File: src/sv/gmc_pkg.sv
// Package: payload types and codes of the gate motor controller.
`timescale 1ns / 1ps
package gmc_pkg;

    localparam int CNT_W = 16;

    // motion codes
    localparam logic [1:0] MOT_STOP  = 2'd0;
    localparam logic [1:0] MOT_CLOSE = 2'd1;
    localparam logic [1:0] MOT_OPEN  = 2'd2;

    // key event codes
    localparam logic [1:0] EV_NONE  = 2'd0;
    localparam logic [1:0] EV_STOP  = 2'd1;
    localparam logic [1:0] EV_CLOSE = 2'd2;
    localparam logic [1:0] EV_OPEN  = 2'd3;

    // configuration register indexes
    localparam logic [1:0] CFG_KEY_THRESHOLD    = 2'd0;
    localparam logic [1:0] CFG_SENSOR_THRESHOLD = 2'd1;
    localparam logic [1:0] CFG_STOP_HOLD_TICKS  = 2'd2;

    localparam logic [CNT_W-1:0] KEY_THRESHOLD_RST    = 16'd5;
    localparam logic [CNT_W-1:0] SENSOR_THRESHOLD_RST = 16'd10;
    localparam logic [CNT_W-1:0] STOP_HOLD_TICKS_RST  = 16'd10;

    typedef struct packed {
        logic stop_button;
        logic close_button;
        logic open_button;
        logic closed_limit;
        logic opened_limit;
    } gmc_in_t;

    typedef struct packed {
        logic       close_drive;
        logic       open_drive;
        logic [1:0] motion;
        logic [1:0] key_event;
        logic       holding;
    } gmc_out_t;

endpackage

File: src/sv/gmc_key_filter.sv
// Button debounce: priority select and shared hold counter, one event per hold unless the threshold is all ones.
`timescale 1ns / 1ps
module gmc_key_filter (
    input  logic                     aclk,
    input  logic                     aresetn,
    input  logic                     tick_en,
    input  gmc_pkg::gmc_in_t         in_data,
    input  logic [gmc_pkg::CNT_W-1:0] key_threshold,
    output logic [1:0]               key_event
);

    logic [gmc_pkg::CNT_W-1:0] key_count_reg;
    logic [gmc_pkg::CNT_W-1:0] key_count_next;
    logic [1:0]                key_sel;

    always_comb begin
        if (in_data.stop_button) begin
            key_sel = gmc_pkg::EV_STOP;
        end else if (in_data.close_button) begin
            key_sel = gmc_pkg::EV_CLOSE;
        end else if (in_data.open_button) begin
            key_sel = gmc_pkg::EV_OPEN;
        end else begin
            key_sel = gmc_pkg::EV_NONE;
        end
    end

    always_comb begin
        key_event      = gmc_pkg::EV_NONE;
        key_count_next = key_count_reg;
        if (key_sel != gmc_pkg::EV_NONE) begin
            if (key_count_reg == key_threshold) begin
                key_event = key_sel;
            end
            // stops counting past the threshold, saturates at all ones
            if (key_count_reg <= key_threshold && key_count_reg != '1) begin
                key_count_next = key_count_reg + 1'b1;
            end
        end else begin
            key_count_next = '0;
        end
    end

    always_ff @(posedge aclk) begin
        if (!aresetn) begin
            key_count_reg <= '0;
        end else if (tick_en) begin
            key_count_reg <= key_count_next;
        end
    end

endmodule

File: src/sv/gmc_limit_counter.sv
// Limit switch counter: fires at the threshold, then repeats while held.
`timescale 1ns / 1ps
module gmc_limit_counter #(
    parameter int REPEAT_STEP = 10
) (
    input  logic                     aclk,
    input  logic                     aresetn,
    input  logic                     tick_en,
    input  logic                     active,
    input  logic [gmc_pkg::CNT_W-1:0] sensor_threshold,
    output logic                     fire
);

    localparam logic [gmc_pkg::CNT_W-1:0] STEP = gmc_pkg::CNT_W'(REPEAT_STEP);

    logic [gmc_pkg::CNT_W-1:0] count_reg;
    logic [gmc_pkg::CNT_W-1:0] count_next;

    always_comb begin
        fire       = 1'b0;
        count_next = count_reg;
        if (!active) begin
            count_next = '0;
        end else if (count_reg >= sensor_threshold) begin
            fire = 1'b1;
            // drop back one step, floor at zero
            count_next = (count_reg >= STEP) ? count_reg - STEP : '0;
        end else begin
            count_next = count_reg + 1'b1;
        end
    end

    always_ff @(posedge aclk) begin
        if (!aresetn) begin
            count_reg <= '0;
        end else if (tick_en) begin
            count_reg <= count_next;
        end
    end

endmodule

File: src/sv/gate_motor_controller_unit.sv
// Each accepted input beat's result beat is registered onto m_ in the next cycle.
// Throughput: one beat per cycle; all tick logic is one combinational pass into
// the state and result registers, and s_ready holds unless a result is stalled.
// Reset (aresetn low, synchronous): motion stopped, counters and hold cleared,
// registers back to key 5, sensor 10, hold 10, no result pending.
`timescale 1ns / 1ps
module gate_motor_controller_unit #(
    parameter int REPEAT_STEP = 10
) (
    input  logic                      aclk,
    input  logic                      aresetn,
    // configuration write channel
    input  logic                      cfg_valid,
    output logic                      cfg_ready,
    input  logic [1:0]                cfg_index,
    input  logic [gmc_pkg::CNT_W-1:0] cfg_data,
    // input ticks
    input  logic                      s_valid,
    output logic                      s_ready,
    input  gmc_pkg::gmc_in_t          s_data,
    // results
    output logic                      m_valid,
    input  logic                      m_ready,
    output gmc_pkg::gmc_out_t         m_data
);

    logic [gmc_pkg::CNT_W-1:0] key_threshold_reg;
    logic [gmc_pkg::CNT_W-1:0] sensor_threshold_reg;
    logic [gmc_pkg::CNT_W-1:0] stop_hold_ticks_reg;

    logic [1:0]                motion_reg;
    logic [1:0]                motion_next;
    logic [gmc_pkg::CNT_W-1:0] hold_reg;
    logic [gmc_pkg::CNT_W-1:0] hold_next;
    logic                      m_valid_reg;
    logic                      m_valid_next;
    gmc_pkg::gmc_out_t         m_data_reg;
    gmc_pkg::gmc_out_t         m_data_next;

    logic       beat;
    logic       hold_active;
    logic       run_en;
    logic [1:0] key_event;
    logic       fire_closed;
    logic       fire_opened;
    logic [1:0] motion_mid;
    logic       do_stop;

    assign cfg_ready   = 1'b1;
    assign s_ready     = !m_valid_reg || m_ready;
    assign beat        = s_valid && s_ready;
    assign hold_active = (hold_reg != '0);
    assign run_en      = beat && !hold_active;

    gmc_key_filter u_key (
        .aclk          (aclk),
        .aresetn       (aresetn),
        .tick_en       (run_en),
        .in_data       (s_data),
        .key_threshold (key_threshold_reg),
        .key_event     (key_event)
    );

    gmc_limit_counter #(.REPEAT_STEP(REPEAT_STEP)) u_closed (
        .aclk             (aclk),
        .aresetn          (aresetn),
        .tick_en          (run_en),
        .active           (s_data.closed_limit),
        .sensor_threshold (sensor_threshold_reg),
        .fire             (fire_closed)
    );

    gmc_limit_counter #(.REPEAT_STEP(REPEAT_STEP)) u_opened (
        .aclk             (aclk),
        .aresetn          (aresetn),
        .tick_en          (run_en),
        .active           (s_data.opened_limit),
        .sensor_threshold (sensor_threshold_reg),
        .fire             (fire_opened)
    );

    // motion rules: key first, then closed limit, then opened limit
    always_comb begin
        motion_mid = motion_reg;
        do_stop    = 1'b0;
        case (key_event)
            gmc_pkg::EV_STOP: begin
                motion_mid = gmc_pkg::MOT_STOP;
                do_stop    = 1'b1;
            end
            gmc_pkg::EV_CLOSE: begin
                if (motion_reg == gmc_pkg::MOT_OPEN) begin
                    motion_mid = gmc_pkg::MOT_STOP;
                    do_stop    = 1'b1;
                end else begin
                    motion_mid = gmc_pkg::MOT_CLOSE;
                end
            end
            gmc_pkg::EV_OPEN: begin
                if (motion_reg == gmc_pkg::MOT_CLOSE) begin
                    motion_mid = gmc_pkg::MOT_STOP;
                    do_stop    = 1'b1;
                end else begin
                    motion_mid = gmc_pkg::MOT_OPEN;
                end
            end
            default: begin
            end
        endcase
        if (fire_closed && motion_mid == gmc_pkg::MOT_CLOSE) begin
            motion_mid = gmc_pkg::MOT_STOP;
            do_stop    = 1'b1;
        end
        if (fire_opened && motion_mid == gmc_pkg::MOT_OPEN) begin
            motion_mid = gmc_pkg::MOT_STOP;
            do_stop    = 1'b1;
        end
    end

    always_comb begin
        motion_next = motion_reg;
        hold_next   = hold_reg;
        if (beat) begin
            if (hold_active) begin
                hold_next = hold_reg - 1'b1;
            end else begin
                motion_next = motion_mid;
                if (do_stop) begin
                    hold_next = stop_hold_ticks_reg;
                end
            end
        end
    end

    always_comb begin
        m_data_next.close_drive = (motion_next == gmc_pkg::MOT_CLOSE);
        m_data_next.open_drive  = (motion_next == gmc_pkg::MOT_OPEN);
        m_data_next.motion      = motion_next;
        m_data_next.key_event   = hold_active ? gmc_pkg::EV_NONE : key_event;
        m_data_next.holding     = hold_active;
    end

    always_comb begin
        if (beat) begin
            m_valid_next = 1'b1;
        end else if (m_ready) begin
            m_valid_next = 1'b0;
        end else begin
            m_valid_next = m_valid_reg;
        end
    end

    always_ff @(posedge aclk) begin
        if (!aresetn) begin
            motion_reg  <= gmc_pkg::MOT_STOP;
            hold_reg    <= '0;
            m_valid_reg <= 1'b0;
        end else begin
            motion_reg  <= motion_next;
            hold_reg    <= hold_next;
            m_valid_reg <= m_valid_next;
        end
    end

    always_ff @(posedge aclk) begin
        if (beat) begin
            m_data_reg <= m_data_next;
        end
    end

    always_ff @(posedge aclk) begin
        if (!aresetn) begin
            key_threshold_reg    <= gmc_pkg::KEY_THRESHOLD_RST;
            sensor_threshold_reg <= gmc_pkg::SENSOR_THRESHOLD_RST;
            stop_hold_ticks_reg  <= gmc_pkg::STOP_HOLD_TICKS_RST;
        end else if (cfg_valid && cfg_ready) begin
            case (cfg_index)
                gmc_pkg::CFG_KEY_THRESHOLD:    key_threshold_reg    <= cfg_data;
                gmc_pkg::CFG_SENSOR_THRESHOLD: sensor_threshold_reg <= cfg_data;
                gmc_pkg::CFG_STOP_HOLD_TICKS:  stop_hold_ticks_reg  <= cfg_data;
                default: begin
                end
            endcase
        end
    end

    assign m_valid = m_valid_reg;
    assign m_data  = m_data_reg;

endmodule

File: config.mk
export PLATFORM = sky130hd
export DESIGN_NAME = gate_motor_controller_unit
export DESIGN_NICKNAME = d
export VERILOG_FILES = /design/src/sv/gmc_pkg.sv /design/src/sv/gmc_key_filter.sv /design/src/sv/gmc_limit_counter.sv /design/src/sv/gate_motor_controller_unit.sv
export SDC_FILE = /design/constraint.sdc
export NUM_CORES = 1
export LEC_CHECK = 0
export BUFFER_PORTS_ARGS = -buffer_cell sky130_fd_sc_hd__buf_2
export CAP_MARGIN = 20
export CORE_ASPECT_RATIO = 1.1
export CORE_MARGIN = 1
export CORE_UTILIZATION = 29
export DETAILED_ROUTE_END_ITERATION = 8
export PLACE_DENSITY = 0.42
export SYNTH_ARGS = -nofsm -noshare
export SYNTH_HDL_FRONTEND = slang
export SYNTH_SLANG_ARGS = --single-unit
File: constraint.sdc
create_clock -name aclk -period 6.6 [get_ports aclk]
set_input_delay 1.32 -clock aclk [delete_from_list [all_inputs] [get_ports aclk]]
set_output_delay 1.32 -clock aclk [all_outputs]
set_load 0.03 [all_outputs]
==> results.yml <==
outcome:
  status: "completed"
yosys:
  synthAdderAreaFrac_pct: 9.51
  synth_compound_area_share_pct: 24.2
  synth.avg_cell_area_um2: 7.76
  synth_edf_count: 7
  ys_dominant_reg_cell: "dfxtp_1"
  synthDistinctLibCells: 81
  synth-xor-area-share_pct: 1.84
  synth_top_family_by_area: "simple AND/OR/NAND/NOR gates"
  ys_seq_area_share_pct: 32.9
  syn_nets: 1070
  async_flop_share_pct: 0
  ys_ff_latch: 122
  synthSimpleGateAreaFrac_pct: 24.9
  synth_mux_area_share_pct: 0.525
  ys_warn_count: 0
  netlist_area_mm2: 0.00763
  netlist_instances: 984
worst_setup_path:
  r2r.worst_path.cells: 9
  path_cells: "ha_1, nand4_2, nor4_1, o21a_1, o21ai_0, or4b_4, nand2_1, nand2_1, a31o_2"
  worstPathArrival_ps: 3800
  slowest_stage: "nor4_1"
  cpMostUsedCell: "nand2_1"
  start_kind: "flip-flop"
  endpoint_kind: "flip-flop"
  critPathMaxFanout: 15
  cp.depth: 9
  crit_buf_inv: 0
  required_ps: 6920
  critPathTopFamily: "simple AND/OR/NAND/NOR gates"
  criticalPathCategory: "reg2reg"
  cp_slowest_stage_delay_ps: 780
route:
  wire_per_inst_um: 17.0
  vias_per_cell: 5.16
  num_vias: 6987
  drc: 0
  drt_first_pass_iters: 4
  ant_nets: 0
  finalWirelength_mm: 23.0
  first_iter_violations: 377
hold_path:
  whs_path_depth: 2
  holdCritPathClass: "reg2reg"
power_and_ir_drop:
  ir_worst_vdd_mv: 0.167
  p_sw_share_pct: 37.2
  intPower_mw: 1.57
  p_comb_share_pct: 30.0
  seq_power_share_pct: 34.5
  pwr-share-clk_pct: 35.5
  power_density_mw_per_mm2: 288
  p_sw_mw: 0.926
  p_leak_nw: 3.34
grt:
  grt_pass1_vias: 6768
  grt.total_usage_pct: 17.9
  grt_max_degree: 36
  overflow: 0
  grt_pass1_wl_mm: 37.1
  antenna_found_initial: 0
sta:
  max_freq_ghz: 0.287
  min_period_ps: 3480
  whs_ps: 453
  slew_headroom_pct: 35.1
  finalSetupTns_ps: 0
  setup_viol: 0
  fin_skew_ps: 15.0
  rsz0062_at_grt: "false"
  drv_slew: 0
  fin_crit_sh_pct: 52.8
  hold_viol_final: 0
  worst_slew_pin_slew_ps: 949
floorplanning:
  row_count: 61
  dieWidth_um: 157
  die_y_um: 172
  ios: 38
  initial_utilization_pct: 29.9
  core_area_mm2: 0.0256
  dieArea_mm2: 0.0270
placed_design:
  gp_congestion: 0.761
  placed_area_mm2: 0.00809
  port_buffers: 36
  dp_hpwl_mm: 16.4
clock_network:
  clk_pin_slew_ps: 60
  clockBufferDepth: 2
  cts_hold_buf: 0
  cts_setup_buffers: 0
  root_buffer: "clkbuf_16"
  clkLatencyLatePin_ps: 430
  numClockSinks: 122
  tritoncts: "yes"
  h-tree-depth: 4
  cts_resized: 0
  cts-buffers-inserted: 17
layout:
  drive_gt1_share_pct: 11.3
  antenna_cells_inserted: 0
  n_fill_cell: 2758
  final_area_mm2: 0.00866
  layout.nets: 1080
  area_delta_synth_final_pct: 13.5
  final_util_pct: 33.9
job:
  maxCapViolations: 0
## synth_stat cells, types with 6 or more instances
library cell  number  area (um^2)
nor3_1            22          110
and3_1            10         62.6
inv_1             60          225
a22oi_1            7         52.6
a31oi_1            6         37.5
and2_1             8         50.1
nand2_1          175          657
nor2b_1           12         75.1
nor4_1            10         62.6
dfxtp_1          115         2300
o211ai_1          14          105
ha_1              58          726
a21oi_1           98          490
or2_2              6         37.5
o22ai_1           16          100
a32o_1             6         60.1
a21o_1            10         75.1
nor2_1            57          214
xnor2_1           12          105
clkbuf_1          44          165
nand4_1           18          113
a211oi_1           9         67.6
nand3_1           20          100
o21ai_0           44          220
o31ai_1            7         52.6
or3_1             12         75.1
edfxtp_1           7          210
or4_1              7         52.6
## path summary, 6_finish.rpt
check | startpoint | endpoint | slack (ps)
worst max-delay path | u_key.key_count_reg[10]$_SDFFE_PN0P_ | hold_reg[2]$_SDFFE_PN0P_ | 3120
worst min-delay path | key_threshold_reg[4]$_SDFFE_PN0P_ | key_threshold_reg[4]$_SDFFE_PN0P_ | 450
worst max register to register | u_key.key_count_reg[10]$_SDFFE_PN0P_ | hold_reg[2]$_SDFFE_PN0P_ | 3120
worst min register to register | key_threshold_reg[4]$_SDFFE_PN0P_ | key_threshold_reg[4]$_SDFFE_PN0P_ | 450
## through the flow
step / instances / setup WS [ps] / total power, mW
floorplan: 984 / 3470 / 1.41
global placement: 1319 / 3050 / 1.63
detailed placement: 1319 / 3010 / 1.63
CTS: 1351 / 3080 / 2.52
global route: 1353 / 2790 / 2.66
finish: 1353 / 3120 / 2.49
## per-layer routing
metal	routed length (um)	global-route usage, %
met4	228	4.99
met1	11600	24.2
met2	10400	28.9
met5	0	0
met3	681	3.23
## power groups by stage
stage | registers [mW] | logic, mW | clock network [mW]
floorplan | 0.872 | 0.536 | 0
global placement | 0.876 | 0.751 | 0
detailed placement | 0.875 | 0.751 | 0
CTS | 0.859 | 0.756 | 0.909
global route | 0.869 | 0.837 | 0.949
finish | 0.860 | 0.747 | 0.886
## worst min-delay path: stages (launching register included)
cell	delay, ps
dfxtp_1	300
nand2_1	50
a21oi_1	50
## final cells by class
type / instances / area [um^2] / share of cell area, %
Clock inverter: 11 / 85.1 / 0.982
Sequential cell: 122 / 2510 / 29.0
Tap cell: 346 / 433 / 5.00
Inverter: 61 / 229 / 2.64
Timing Repair Buffer: 47 / 267 / 3.08
Clock buffer: 21 / 470 / 5.43
Multi-Input combinational cell: 745 / 4670 / 53.9
## cell families (layout without fill, tap and decap cells)
kind of cell	Yosys count	count (layout)
buffers and inverters	117	140
other	1	1
flip-flops	122	122
multiplexers	4	4
adder cells (fa/ha/maj)	58	58
AND/OR/NAND/NOR	388	388
XOR/XNOR	16	16
AO/OA/AOI/OAI	278	278
## cells in the final DEF, fill, tap and decap left out, types with 17 or more instances in the layout
cell / count
buf_2: 36
o21ai_0: 44
nand4_1: 18
nor3_1: 22
a21oi_1: 98
nor2_1: 57
dfxtp_1: 115
nand3_1: 20
clkbuf_16: 17
ha_1: 58
inv_1: 60
nand2_1: 175
(Power assumes the default switching activity.)
